`src/design/assert_macros.svh`:
```
// Assertion helpers for the display line store back end (shld_back).
// Each use expects clk and rst_n in the enclosing scope.
`ifndef ASSERT_MACROS_SVH
`define ASSERT_MACROS_SVH

// Property must hold at every rising clock edge outside reset.
`define SHLD_ASSERT(lbl, prop) \
    lbl: assert property (@(posedge clk) disable iff (!rst_n) prop) \
        else $error("shld: assertion failed");

// Condition must never be true outside reset.
`define SHLD_NEVER(lbl, cond) \
    lbl: assert property (@(posedge clk) disable iff (!rst_n) !(cond)) \
        else $error("shld: forbidden condition seen");

`endif

```
`src/design/shld_pkg.sv`:
```
// Types, constants and the glyph row function of the scrolling hex display.
// Used by shld_front, shld_queue, shld_back and the top level.
package shld_pkg;

    localparam int LINES          = 32;
    localparam int LINE_AW        = 5;
    localparam int LINE_W         = 32;
    localparam int AMT_W          = 8;
    localparam int GLYPH_ROWS     = 5;
    localparam int ROW_W          = 3;
    localparam int HEX_SCROLL     = 6;
    localparam int HEX_FIRST_LINE = 26;

    // Stream field positions
    localparam int CMD_W     = 2;
    localparam int S_DATA_W  = 48;
    localparam int IDX_LSB   = 0;
    localparam int AMT_LSB   = 5;
    localparam int VAL_LSB   = 13;
    localparam int M_DATA_W  = 32;

    typedef enum logic [1:0] {
        CMD_WRITE  = 2'd0,
        CMD_READ   = 2'd1,
        CMD_SCROLL = 2'd2,
        CMD_HEX    = 2'd3
    } cmd_t;

    typedef enum logic [2:0] {
        OP_WRITE,
        OP_READ,
        OP_SCROLL,
        OP_CLEAR,
        OP_HEX
    } op_kind_t;

    typedef struct packed {
        op_kind_t             kind;
        logic [LINE_AW-1:0]   index;
        logic [LINE_AW-1:0]   amt;    // 1..31 for scroll, 6 for hex
        logic [LINE_W-1:0]    data;
    } op_t;

    typedef enum logic [2:0] {
        ST_IDLE,
        ST_RESP,
        ST_SCROLL,
        ST_SCRFIN,
        ST_HEX
    } state_t;

    // Digit d sits in nibble d[2:0] of table d[3], one word per glyph row
    localparam logic [LINE_W-1:0] GLYPH_TAB [2][GLYPH_ROWS] = '{
        '{32'heee8ee4e, 32'h822c886a, 32'h4eeace4a, 32'h4a8e824a, 32'h4ee8eeee},
        '{32'hee6c64ee, 32'h22a2aaaa, 32'h66a26eee, 32'h22a2aa8a, 32'h2e6c6aee}
    };

    // One pixel line of eight glyphs; lowest nibble is drawn leftmost.
    function automatic logic [LINE_W-1:0] glyph_line(input logic [LINE_W-1:0] value,
                                                     input logic [ROW_W-1:0] row);
        logic [LINE_W-1:0] pixels;
        logic [3:0]        digit;
        logic [LINE_W-1:0] tab_word;
        pixels = '0;
        for (int pos = 0; pos < 8; pos++)
        begin
            digit    = value[pos*4 +: 4];
            tab_word = GLYPH_TAB[digit[3]][row];
            pixels[(7-pos)*4 +: 4] = tab_word[digit[2:0]*4 +: 4];
        end
        return pixels;
    endfunction

endpackage

```
`src/design/shld_front.sv`:
```
// Front end: takes stream requests and classifies them into queue entries.
// Depends on shld_pkg.
module shld_front (
    input  logic                            s_tvalid,
    output logic                            s_tready,
    input  logic [shld_pkg::S_DATA_W-1:0]   s_tdata,
    input  logic [shld_pkg::CMD_W-1:0]      s_tuser,
    input  logic                            q_full,
    output logic                            q_push,
    output shld_pkg::op_t                   q_op
);

    logic [shld_pkg::AMT_W-1:0] amount;
    logic                       keep;

    assign amount = s_tdata[shld_pkg::AMT_LSB +: shld_pkg::AMT_W];

    always_comb
    begin
        q_op.index = s_tdata[shld_pkg::IDX_LSB +: shld_pkg::LINE_AW];
        q_op.data  = s_tdata[shld_pkg::VAL_LSB +: shld_pkg::LINE_W];
        q_op.amt   = amount[shld_pkg::LINE_AW-1:0];
        q_op.kind  = shld_pkg::OP_WRITE;
        keep       = 1'b1;
        case (shld_pkg::cmd_t'(s_tuser))
            shld_pkg::CMD_WRITE: q_op.kind = shld_pkg::OP_WRITE;
            shld_pkg::CMD_READ:  q_op.kind = shld_pkg::OP_READ;
            shld_pkg::CMD_SCROLL:
            begin
                // scroll by zero changes nothing and is dropped here
                if (amount >= shld_pkg::AMT_W'(shld_pkg::LINES))
                    q_op.kind = shld_pkg::OP_CLEAR;
                else
                    q_op.kind = shld_pkg::OP_SCROLL;
                keep = (amount != '0);
            end
            shld_pkg::CMD_HEX:
            begin
                q_op.kind = shld_pkg::OP_HEX;
                q_op.amt  = shld_pkg::LINE_AW'(shld_pkg::HEX_SCROLL);
            end
            default: q_op.kind = shld_pkg::OP_WRITE;
        endcase
    end

    assign s_tready = !q_full;
    assign q_push   = s_tvalid && !q_full && keep;

endmodule

```
`src/design/shld_queue.sv`:
```
// Small FIFO of decoded requests between front and back end.
// Depends on shld_pkg.
module shld_queue #(
    parameter int DEPTH = 2
) (
    input  logic           clk,
    input  logic           rst_n,
    input  logic           push,
    input  shld_pkg::op_t  push_op,
    output logic           full,
    input  logic           pop,
    output shld_pkg::op_t  head,
    output logic           empty
);

    localparam int PTR_W = (DEPTH > 1) ? $clog2(DEPTH) : 1;
    localparam int CNT_W = $clog2(DEPTH + 1);

    shld_pkg::op_t    entry_mem [DEPTH];
    logic [PTR_W-1:0] wr_ptr_reg, wr_ptr_next;
    logic [PTR_W-1:0] rd_ptr_reg, rd_ptr_next;
    logic [CNT_W-1:0] count_reg, count_next;

    assign full  = (count_reg == CNT_W'(DEPTH));
    assign empty = (count_reg == '0);
    assign head  = entry_mem[rd_ptr_reg];

    always_comb
    begin
        wr_ptr_next = wr_ptr_reg;
        rd_ptr_next = rd_ptr_reg;
        count_next  = count_reg;
        if (push)
            wr_ptr_next = (wr_ptr_reg == PTR_W'(DEPTH - 1)) ? '0 : wr_ptr_reg + 1'b1;
        if (pop)
            rd_ptr_next = (rd_ptr_reg == PTR_W'(DEPTH - 1)) ? '0 : rd_ptr_reg + 1'b1;
        if (push && !pop)
            count_next = count_reg + 1'b1;
        else if (pop && !push)
            count_next = count_reg - 1'b1;
    end

    always_ff @(posedge clk or negedge rst_n)
    begin
        if (!rst_n)
        begin
            wr_ptr_reg <= '0;
            rd_ptr_reg <= '0;
            count_reg  <= '0;
        end
        else
        begin
            wr_ptr_reg <= wr_ptr_next;
            rd_ptr_reg <= rd_ptr_next;
            count_reg  <= count_next;
        end
    end

    always_ff @(posedge clk)
    begin
        if (push)
            entry_mem[wr_ptr_reg] <= push_op;
    end

endmodule

```
`src/design/shld_back.sv`:
```
// Back end: line store memory, scroll/draw sequencer and result register.
// Depends on shld_pkg and assert_macros.svh.
`include "assert_macros.svh"

module shld_back (
    input  logic                            clk,
    input  logic                            rst_n,
    input  logic                            q_empty,
    input  shld_pkg::op_t                   q_head,
    output logic                            q_pop,
    output logic                            m_tvalid,
    input  logic                            m_tready,
    output logic [shld_pkg::LINE_W-1:0]     m_tdata
);

    localparam int LINES = shld_pkg::LINES;
    localparam int AW    = shld_pkg::LINE_AW;
    localparam int DW    = shld_pkg::LINE_W;

    logic [DW-1:0] line_mem [LINES];

    shld_pkg::state_t state_reg, state_next;

    logic [LINES-1:0] valid_reg, valid_next;
    logic [DW-1:0]    rd_data_reg;
    logic             rd_vld_reg;
    logic [DW-1:0]    rd_eff;

    logic [AW-1:0]    src_reg, src_next;
    logic [AW-1:0]    amt_reg, amt_next;
    logic [AW-1:0]    wr_addr_reg, wr_addr_next;
    logic             wr_pend_reg, wr_pend_next;
    logic             hex_reg, hex_next;
    logic [DW-1:0]    data_reg, data_next;
    logic [shld_pkg::ROW_W-1:0] row_reg, row_next;
    logic             out_valid_reg, out_valid_next;
    logic [DW-1:0]    out_data_reg, out_data_next;

    logic             we;
    logic [AW-1:0]    waddr;
    logic [DW-1:0]    wdata;
    logic             re;
    logic [AW-1:0]    raddr;
    logic             clr_all;
    logic             clr_tail;
    logic             out_load;

    // never-written lines read as zero
    assign rd_eff   = rd_vld_reg ? rd_data_reg : '0;
    assign out_load = !out_valid_reg || m_tready;
    assign m_tvalid = out_valid_reg;
    assign m_tdata  = out_data_reg;

    always_comb
    begin
        state_next = state_reg;
        case (state_reg)
            shld_pkg::ST_IDLE:
            begin
                if (!q_empty)
                begin
                    if (q_head.kind == shld_pkg::OP_READ)
                        state_next = shld_pkg::ST_RESP;
                    else if (q_head.kind inside {shld_pkg::OP_SCROLL, shld_pkg::OP_HEX})
                        state_next = shld_pkg::ST_SCROLL;
                end
            end
            shld_pkg::ST_RESP:
                if (out_load)
                    state_next = shld_pkg::ST_IDLE;
            shld_pkg::ST_SCROLL:
                if (src_reg == AW'(LINES - 1))
                    state_next = shld_pkg::ST_SCRFIN;
            shld_pkg::ST_SCRFIN:
                state_next = hex_reg ? shld_pkg::ST_HEX : shld_pkg::ST_IDLE;
            shld_pkg::ST_HEX:
                if (row_reg == shld_pkg::ROW_W'(shld_pkg::GLYPH_ROWS - 1))
                    state_next = shld_pkg::ST_IDLE;
            default: state_next = shld_pkg::ST_IDLE;
        endcase
    end

    always_comb
    begin
        q_pop          = 1'b0;
        we             = 1'b0;
        waddr          = wr_addr_reg;
        wdata          = rd_eff;
        re             = 1'b0;
        raddr          = src_reg;
        clr_all        = 1'b0;
        clr_tail       = 1'b0;
        src_next       = src_reg;
        amt_next       = amt_reg;
        wr_addr_next   = wr_addr_reg;
        wr_pend_next   = wr_pend_reg;
        hex_next       = hex_reg;
        data_next      = data_reg;
        row_next       = row_reg;
        out_valid_next = out_valid_reg && !m_tready;
        out_data_next  = out_data_reg;
        case (state_reg)
            shld_pkg::ST_IDLE:
            begin
                if (!q_empty)
                begin
                    q_pop = 1'b1;
                    case (q_head.kind)
                        shld_pkg::OP_WRITE:
                        begin
                            we    = 1'b1;
                            waddr = q_head.index;
                            wdata = q_head.data;
                        end
                        shld_pkg::OP_READ:
                        begin
                            re    = 1'b1;
                            raddr = q_head.index;
                        end
                        shld_pkg::OP_CLEAR:
                            clr_all = 1'b1;
                        shld_pkg::OP_SCROLL, shld_pkg::OP_HEX:
                        begin
                            src_next     = q_head.amt;
                            amt_next     = q_head.amt;
                            hex_next     = (q_head.kind == shld_pkg::OP_HEX);
                            data_next    = q_head.data;
                            wr_pend_next = 1'b0;
                        end
                        default: ;
                    endcase
                end
            end
            shld_pkg::ST_RESP:
            begin
                if (out_load)
                begin
                    out_valid_next = 1'b1;
                    out_data_next  = rd_eff;
                end
            end
            shld_pkg::ST_SCROLL:
            begin
                // read line src, write it in the next cycle to src - amt
                we           = wr_pend_reg;
                re           = 1'b1;
                raddr        = src_reg;
                src_next     = src_reg + 1'b1;
                wr_pend_next = 1'b1;
                wr_addr_next = src_reg - amt_reg;
            end
            shld_pkg::ST_SCRFIN:
            begin
                we           = wr_pend_reg;
                clr_tail     = 1'b1;
                wr_pend_next = 1'b0;
                row_next     = '0;
            end
            shld_pkg::ST_HEX:
            begin
                we       = 1'b1;
                waddr    = AW'(shld_pkg::HEX_FIRST_LINE) + AW'(row_reg);
                wdata    = shld_pkg::glyph_line(data_reg, row_reg);
                row_next = row_reg + 1'b1;
            end
            default: ;
        endcase
    end

    always_comb
    begin
        valid_next = valid_reg;
        if (clr_all)
            valid_next = '0;
        if (we)
            valid_next[waddr] = 1'b1;
        if (clr_tail)
        begin
            // bottom amt lines become zero
            for (int j = 0; j < LINES; j++)
                if ((AW+1)'(j) >= (AW+1)'(LINES) - {1'b0, amt_reg})
                    valid_next[j] = 1'b0;
        end
    end

    always_ff @(posedge clk or negedge rst_n)
    begin
        if (!rst_n)
        begin
            state_reg     <= shld_pkg::ST_IDLE;
            valid_reg     <= '0;
            rd_vld_reg    <= 1'b0;
            wr_pend_reg   <= 1'b0;
            hex_reg       <= 1'b0;
            out_valid_reg <= 1'b0;
            src_reg       <= '0;
            row_reg       <= '0;
        end
        else
        begin
            state_reg     <= state_next;
            valid_reg     <= valid_next;
            wr_pend_reg   <= wr_pend_next;
            hex_reg       <= hex_next;
            out_valid_reg <= out_valid_next;
            src_reg       <= src_next;
            row_reg       <= row_next;
            if (re)
                rd_vld_reg <= valid_reg[raddr];
        end
    end

    always_ff @(posedge clk)
    begin
        amt_reg      <= amt_next;
        wr_addr_reg  <= wr_addr_next;
        data_reg     <= data_next;
        out_data_reg <= out_data_next;
    end

    always_ff @(posedge clk)
    begin
        if (we)
            line_mem[waddr] <= wdata;
        if (re)
            rd_data_reg <= line_mem[raddr];
    end

    `SHLD_ASSERT(a_scroll_write_below_read, (state_reg == shld_pkg::ST_SCROLL && wr_pend_reg) |-> (wr_addr_reg < src_reg))
    `SHLD_ASSERT(a_result_from_resp, $rose(out_valid_reg) |-> ($past(state_reg) == shld_pkg::ST_RESP))
    `SHLD_NEVER(a_pop_outside_idle, q_pop && state_reg != shld_pkg::ST_IDLE)
    `SHLD_NEVER(a_hex_row_range, state_reg == shld_pkg::ST_HEX && row_reg >= shld_pkg::ROW_W'(shld_pkg::GLYPH_ROWS))

endmodule

```
`src/design/scrolling_hex_line_display.sv`:
```
// A read passes the request queue, a line memory read and the output register,
// where its result waits while m_axis_tready is low. Write and clear are done
// when popped; scroll by N (1..31) and display-hex move the line memory one
// line per cycle. A request queue lets new requests enter while the back works.
// Reset (rst_n, async, active low) empties the queue and drops the per-line
// valid bits, so every line reads as zero at once; there is no clearing pass.
module scrolling_hex_line_display #(
    parameter int QUEUE_DEPTH = 2
) (
    input  logic                            clk,
    input  logic                            rst_n,
    input  logic                            s_axis_tvalid,
    output logic                            s_axis_tready,
    // [4:0] line_index, [12:5] scroll_amount, [44:13] data_value, [47:45] zero
    input  logic [shld_pkg::S_DATA_W-1:0]   s_axis_tdata,
    // [1:0] command
    input  logic [shld_pkg::CMD_W-1:0]      s_axis_tuser,
    output logic                            m_axis_tvalid,
    input  logic                            m_axis_tready,
    // [31:0] read_data
    output logic [shld_pkg::M_DATA_W-1:0]   m_axis_tdata
);

    logic          q_push;
    logic          q_full;
    logic          q_pop;
    logic          q_empty;
    shld_pkg::op_t q_in;
    shld_pkg::op_t q_head;

    shld_front u_front (
        .s_tvalid (s_axis_tvalid),
        .s_tready (s_axis_tready),
        .s_tdata  (s_axis_tdata),
        .s_tuser  (s_axis_tuser),
        .q_full   (q_full),
        .q_push   (q_push),
        .q_op     (q_in)
    );

    shld_queue #(
        .DEPTH (QUEUE_DEPTH)
    ) u_queue (
        .clk     (clk),
        .rst_n   (rst_n),
        .push    (q_push),
        .push_op (q_in),
        .full    (q_full),
        .pop     (q_pop),
        .head    (q_head),
        .empty   (q_empty)
    );

    shld_back u_back (
        .clk      (clk),
        .rst_n    (rst_n),
        .q_empty  (q_empty),
        .q_head   (q_head),
        .q_pop    (q_pop),
        .m_tvalid (m_axis_tvalid),
        .m_tready (m_axis_tready),
        .m_tdata  (m_axis_tdata)
    );

endmodule

```
`config.mk`:
```
export PLATFORM = sky130hd
export DESIGN_NAME = scrolling_hex_line_display
export DESIGN_NICKNAME = d
export VERILOG_FILES = /design/src/design/shld_pkg.sv /design/src/design/shld_front.sv /design/src/design/shld_queue.sv /design/src/design/shld_back.sv /design/src/design/scrolling_hex_line_display.sv
export VERILOG_INCLUDE_DIRS = /design/src /design/src/design
export SDC_FILE = /design/constraint.sdc
export NUM_CORES = 2
export LEC_CHECK = 0
export BUFFER_PORTS_ARGS = -buffer_cell sky130_fd_sc_hd__buf_2
export CAP_MARGIN = 0
export CORE_ASPECT_RATIO = 1.25
export CORE_MARGIN = 5
export CORE_UTILIZATION = 60
export DETAILED_ROUTE_END_ITERATION = 12
export PLACE_DENSITY = 0.76
export SLEW_MARGIN = 20
export SYNTH_ARGS = -nofsm -noshare
export SYNTH_HDL_FRONTEND = slang
export SYNTH_SLANG_ARGS = --single-unit
```
`constraint.sdc`:
```
create_clock -name clk -period 10.8 [get_ports clk]
set_input_delay 1.08 -clock clk [delete_from_list [all_inputs] [get_ports clk]]
set_output_delay 1.08 -clock clk [all_outputs]
set_load 0.01 [all_outputs]
```
# Word-level counts from Yosys, hierarchy flattened
# Memory sizes are Yosys's and may differ from the RTL's. A register that Yosys moved wholly into a read port is not among the register bits.
# Index checks and enable logic that the tools add are counted.
[word_totals]
in_bits = 54
ramBits = 1114
output_inout_bits = 34
regBits = 125
latch_bits = 0
romBits = 0
mem_count = 2
elab_cells = 277
[op_classes]
reduce_logical = 29
n_lt_le_gt_ge = 45
div = 0
bitwise_logic = 11
eq_ne = 20
add_sub_neg = 9
shift = 8
mux = 138
mul = 0
[memory_table]
columns = ["name", "depth", "width", "read_ports", "rd_clocked_by_memory_dff", "wr", "line_no", "text"]
rows = [
  ["u_back.line_mem", 32, 32, 1, 1, 1, "shld_back.sv:20", "logic [DW-1:0] line_mem [LINES];"],
  ["u_queue.entry_mem", 2, 45, 1, 0, 1, "shld_queue.sv:19", "shld_pkg::op_t entry_mem [DEPTH];"],
]
[op_table]
columns = ["op", "count"]
rows = [
  ["160-bit 2-to-1 mux", 16],
  ["152-bit 2-to-1 mux", 8],
  ["32-bit binary-select mux with 3-bit select", 8],
  ["32-bit 2-to-1 mux", 22],
  ["32-bit by 6-bit indexed part select with 4-bit output", 8],
  ["5-bit by 6-bit >= comparator with 1-bit output, first input constant", 16],
  ["32-bit one-hot mux with 2 select lines", 1],
  ["1-bit 2-to-1 mux", 56],
  ["4-bit by 6-bit >= comparator with 1-bit output, first input constant", 8],
  ["5-bit 2-to-1 mux", 8],
  ["32-bit OR", 1],
  ["3-bit by 6-bit >= comparator with 1-bit output, first input constant", 4],
  ["3-bit 2-to-1 mux", 7],
  ["5-bit one-hot mux with 2 select lines", 2],
  ["2-bit >= comparator, second input constant", 8],
  ["1-bit NOT with 2-bit output", 8],
  ["3-bit one-hot mux with 5 select lines", 1],
  ["3-bit by 2-bit equality test with 1-bit output, second input constant", 4],
  ["1-bit by 6-bit >= comparator with 1-bit output, first input constant", 2],
  ["2-bit by 6-bit >= comparator with 1-bit output, first input constant", 2],
  ["5-bit by 6-bit < comparator with 1-bit output, second input constant", 2],
  ["3-bit one-hot mux with 4 select lines", 1],
  ["3-bit equality test, second input constant", 3],
  ["3-bit AND reduction", 3],
  ["other kinds (37)", 61],
]

# Depth between registers and ports, before layout
# An unclocked memory read counts as a cell.
[logic_depth]
ltp_word = 13
mapped_depth = 13

# Hierarchy
# A second synthesis with hierarchy kept.
[unflattened]
cells_unflattened = 4133
area_unflattened_um2 = 55199.2
[by_module_without_submodules]
columns = ["mod", "seq_area_each_um2", "instances", "area_per_inst_um2", "cells_each"]
rows = [
  ["shld_back", 35108.7, 1, 51192.8, 3923],
  ["shld_queue", 2802.7, 1, 3633.5, 156],
  ["shld_front", 0.0, 1, 372.9, 54],
]

# Worst setup path before layout
# Ideal clock, no wire load.
[synth_timing]
kind = "reg-to-reg"
from = "reg u_back.row_reg[1] (netlist name)"
to = "mem u_back.line_mem[0][18] (netlist name), data pin"
period_less_slack_ps = 4495
t_required_ps = 10321
n_path_buf = 5
path_stages_with_launch = 14
t_arrival_ps = 4016
setup_slack_ps = 6305
setup_ps = 479
cell_sequence = "dfrtp_1 > clkbuf_1 > inv_1 > clkbuf_1 > buf_1 > ha_1 > clkbuf_1 > clkbuf_1 > nand2_1 > o311ai_0 > nand3_1 > o21ai_0 > o21ai_0 > a221oi_1"
[synth_between]
elab_chain_cells = 6
[synth_lines]
columns = ["item", "line_no", "text"]
rows = [
  ["start: declaration", "shld_back.sv:35", "logic [shld_pkg::ROW_W-1:0] row_reg, row_next;"],
  ["start signal: assignment", "shld_back.sv:207", "row_reg <= row_next;"],
  ["3-bit NOT with 4-bit output (not written as such)", "shld_pkg.sv:68", "tab_word = GLYPH_TAB[digit[3]][row];"],
  ["32-bit binary-select mux with 3-bit select", "shld_pkg.sv:68", ""],
  ["32-bit 2-to-1 mux (not written as such) (2 in a row)", "shld_pkg.sv:68", ""],
  ["32-bit by 6-bit indexed part select with 4-bit output", "shld_pkg.sv:69", "pixels[(7-pos)*4 +: 4] = tab_word[digit[2:0]*4 +: 4];"],
  ["32-bit one-hot mux with 2 select lines", "shld_back.sv:102", "case (state_reg)"],
  ["net u_back.wdata[18]", "shld_back.sv:41", "logic [DW-1:0] wdata;"],
  ["end: declaration", "shld_back.sv:20", ""],
]
# The timed path passes the listed nets, and every way through them passes these cells. The select of a mux whose other input is x is not followed.

# Worst setup path after layout
[layout_timing]
from = "reg u_queue.rd_ptr_reg"
to = "reg u_back.rd_data_reg[26], read port of u_back.line_mem, data pin"
[layout_between]
elab_chain_cells = 5
word_cells_on_any_way = 8
[layout_lines]
columns = ["item", "line_no", "text"]
rows = [
  ["start: declaration", "shld_queue.sv:21", "logic [PTR_W-1:0] rd_ptr_reg, rd_ptr_next;"],
  ["start signal: assignment", "shld_queue.sv:54", "rd_ptr_reg <= rd_ptr_next;"],
  ["memory 2 x 45 bit *", "--", ""],
  ["3-bit by 1-bit equality test with 1-bit output", "shld_back.sv:108", "case (q_head.kind)"],
  ["1-bit 2-to-1 mux or 5-bit 2-to-1 mux (tied branches)", "shld_back.sv:108", ""],
  ["1-bit 2-to-1 mux or 5-bit 2-to-1 mux (tied branches)", "shld_back.sv:105", "if (!q_empty)"],
  ["1-bit one-hot mux with 2 select lines or 5-bit 2-to-1 mux (tied branches)", "shld_back.sv:102", ""],
  ["end: declaration", "shld_back.sv:25", "logic [DW-1:0] rd_data_reg;"],
]
# Mark *: on every way between the ends. The rest lies on a longest branch, timed or not.
# A chain may end at the register's enable or synchronous reset.

==> key figures <==
Final layout
  – Layout cells sized above 1: 0.172
  – NumNets Final: 4005
  – Largest regs: u_back.line_mem x1024, u_queue.entry_mem x90
  – Area Overhead vs Synth: 10.3%
  – Max reg flops: 1024
  – Largest reg by FF count: u_back.line_mem
  – Commonest cells after routing, fill and taps aside: 1220 x edfxtp_1, 323 x mux2i_1, 321 x nand2_1
  – Footprint of the multi-input gates: 17700 um2
  – Sequential cell area: 37900 um2
  – Commonest non-fill, non-tap cell in the layout: edfxtp_1
  – Fillcell total: 6302

Clock tree
  – CTS clock-pin slew for the worst setup and hold paths: 70 ps
  – CTS tree: built
  – Number of setup buffers added after CTS: 0
  – Root Buffer: clkbuf_16
  – Total CTS buffers: 114
  – CTS-repair resized insts: 0
  – H-tree levels: 3
  – Worst-case clock buffer depth: 3
  – Clock sink total: 1271
  – Hold buffers post-CTS: 0
  – Worst-Skew Late Latency: 700 ps

Synthesis
  – Mapped Nets: 3989
  – Synth unique cells: 88
  – Syn Inst Count: 3871
  – Synth Flop Type: edfxtp_1
  – Synth warn: 0
  – EDFF count, synth: 1220
  – Synth Cell Area: 56600 um2
  – Asr flop ratio synth: 0.0401
  – Synth Register Bits: 1271
  – Mean Syn Cell Area: 14.6 um2
  – Sequential area share after synthesis: 0.670

Route
  – Final wirelength: 147000 um
  – Via count: 35500
  – Vias/cell: 6.84
  – Drt wl/cell: 28.3 um
  – Drc violations: 0
  – DRT Pass-1 Iters: 6
  – ANT nets after route: 0
  – Detailed Route Iter0 Violations: 5560

GRT
  – Largest net degree at the start of global routing: 194
  – Vias in the first global route: 34200
  – Global-route wire length before repair: 218000 um
  – Initial antenna violation count: 2
  – Grt total ovfl: 0
  – GRT Util Overall: 0.283

Floorplanning
  – Starting Density: 0.602
  – IO Pins: 88
  – Die height: 353 um
  – Core region area: 94000 um2
  – DIE AREA: 101000 um2
  – Std-Cell Rows: 126
  – Die Wd: 285 um

Placed design
  – Routability cong.: 0.910
  – IO Port Bufs: 84
  – DP Worst Slack: 5130 ps
  – Post-DP HPWL: 85600 um

Timing
  – RSZ-0062 raised after global routing: no
  – Slew @ Worst Pin: 1160 ps
  – Final worst slack: 5020 ps
  – Fmax: 173 MHz
  – Endpoints failing hold: 0
  – Setup Skew: 23.8 ps
  – Final period util: 0.535
  – Final-report max-slew violation count: 0
  – Min cycle time layout: 5780 ps
  – Setup TNS: 0 ps
  – Worst hold slack: 506 ps
  – Slew HR: 0.228
  – Final setup viols: 0

Hold path
  – Hold WC Path Type: reg -> reg

Power
  – Worst vdd ir: 285 uV
  – Power Density: 323 nW/um2
  – Leak: 0.0216 uW

Setup path
  – Startpoint Class: flip-flop
  – Critical path data arrival time: 6310 ps
  – Crit path max fanout: 193
  – Req. time, crit path: 11330 ps
  – CP Capture Type: flip-flop
  – Crit path kind: reg -> reg

Job
  – MaxCap Viol Count: 0

Run status
  – Status: complete, no violations
## metal layers
metal,share of wire,track usage,routed length [um],vias to the layer above
met5,0,0,0,-
li1,-,-,-,15400
met2,0.49,0.472,72500,2001
met3,0.089,0.0418,13200,360
met4,0.047,0.121,6870,0
met1,0.37,0.375,54700,17800
## path summary, 6_finish.rpt
path | from | end | slack, ps | depth (start not counted)
min in group asynchronous | rst_n | u_back.src_reg[1]$_DFFE_PN0P_ | 520 | 2
max in group asynchronous | rst_n | u_back.src_reg[3]$_DFFE_PN0P_ | 9750 | 2
setup / recovery | u_queue.rd_ptr_reg$_DFFE_PN0P_ | u_back.rd_data_reg[26]$_DFFE_PP_ | 5020 | 11
hold / removal | u_back.row_reg[2]$_DFFE_PN0P_ | u_back.row_reg[2]$_DFFE_PN0P_ | 510 | 1
hold reg to reg | u_back.row_reg[2]$_DFFE_PN0P_ | u_back.row_reg[2]$_DFFE_PN0P_ | 510 | 1
setup reg to reg | u_queue.rd_ptr_reg$_DFFE_PN0P_ | u_back.rd_data_reg[26]$_DFFE_PP_ | 5020 | 11
## critical path, stage by stage (launching register included)
cell	delay (ps)
dfrtp_2	390
buf_4	570
and4bb_2	430
o211ai_1	170
buf_12	400
a21oi_4	630
buf_4	620
buf_4	810
a2111oi_0	150
a2111oi_0	730
nand4_1	370
a211oi_2	290
## cell usage after synthesis, types with 8 or more instances
library cell | number | area [um2]
a2111oi_0 | 105 | 920
a2111oi_1 | 19 | 190
a211o_1 | 183 | 1600
a211oi_1 | 28 | 210
a211oi_2 | 31 | 388
a21oi_1 | 122 | 611
a221oi_1 | 14 | 123
a22o_1 | 66 | 578
a22oi_1 | 63 | 473
a311oi_1 | 11 | 96.3
a31oi_1 | 15 | 93.8
a32oi_1 | 33 | 289
and2_1 | 28 | 175
buf_1 | 23 | 86.3
buf_2 | 38 | 190
buf_4 | 9 | 67.6
buf_6 | 22 | 248
clkbuf_1 | 207 | 777
dfrtp_1 | 51 | 1280
edfxtp_1 | 1220 | 36600
ha_1 | 63 | 788
inv_1 | 53 | 199
mux2_2 | 171 | 1930
mux2i_1 | 324 | 3240
mux4_2 | 10 | 225
nand2_1 | 322 | 1210
nand2b_1 | 14 | 87.6
nand3_1 | 89 | 445
nand4_1 | 40 | 250
nor2_1 | 141 | 529
nor2b_1 | 14 | 87.6
nor3_1 | 26 | 130
o2111a_1 | 12 | 135
o211ai_1 | 25 | 188
o21ai_0 | 91 | 455
o221ai_1 | 8 | 70.1
o22ai_1 | 16 | 100
o2bb2ai_1 | 10 | 87.6
o31ai_1 | 9 | 67.6
or3_1 | 18 | 113
xnor2_1 | 12 | 105
## cell type report
class | instances | area share
Antenna cell | 2 | 0.0000802
Clock buffer | 141 | 0.0489
Clock inverter | 65 | 0.00939
Inverter | 56 | 0.00339
Multi-Input combinational cell | 2243 | 0.284
Sequential cell | 1271 | 0.608
Tap cell | 1216 | 0.0244
Timing Repair Buffer | 201 | 0.0217
## report_power, final
group | internal, uW | switching, uW | total (uW)
clock | 2200 | 1770 | 3960
sequential | 7530 | 396 | 7930
combinational | 2560 | 5700 | 8260
## through the flow
stage	cells	total power, uW	utilization	area, um2
3_3_place_gp	4985	15800	0.624	58600
4_1_cts	5193	20000	0.663	62300
5_1_grt	5193	20900	0.664	62400
3_5_place_dp	4987	16100	0.624	58700
2_1_floorplan	3871	13100	-	56600
6_report	5195	20100	0.664	62400
## cells by family (layout without fill, tap and decap cells)
kind of cell / Yosys count / in the layout / synth area share
flip-flops: 1271 / 1271 / 0.670
AO/OA/AOI/OAI: 929 / 929 / 0.130
AND/OR/NAND/NOR: 727 / 727 / 0.0591
multiplexers: 506 / 506 / 0.0956
buffers and inverters: 357 / 463 / 0.0285
adder cells (fa/ha/maj): 66 / 66 / 0.0146
XOR/XNOR: 15 / 15 / 0.00232
other: 0 / 2 / 0
No activity file was read; power rests on OpenSTA's default activity.
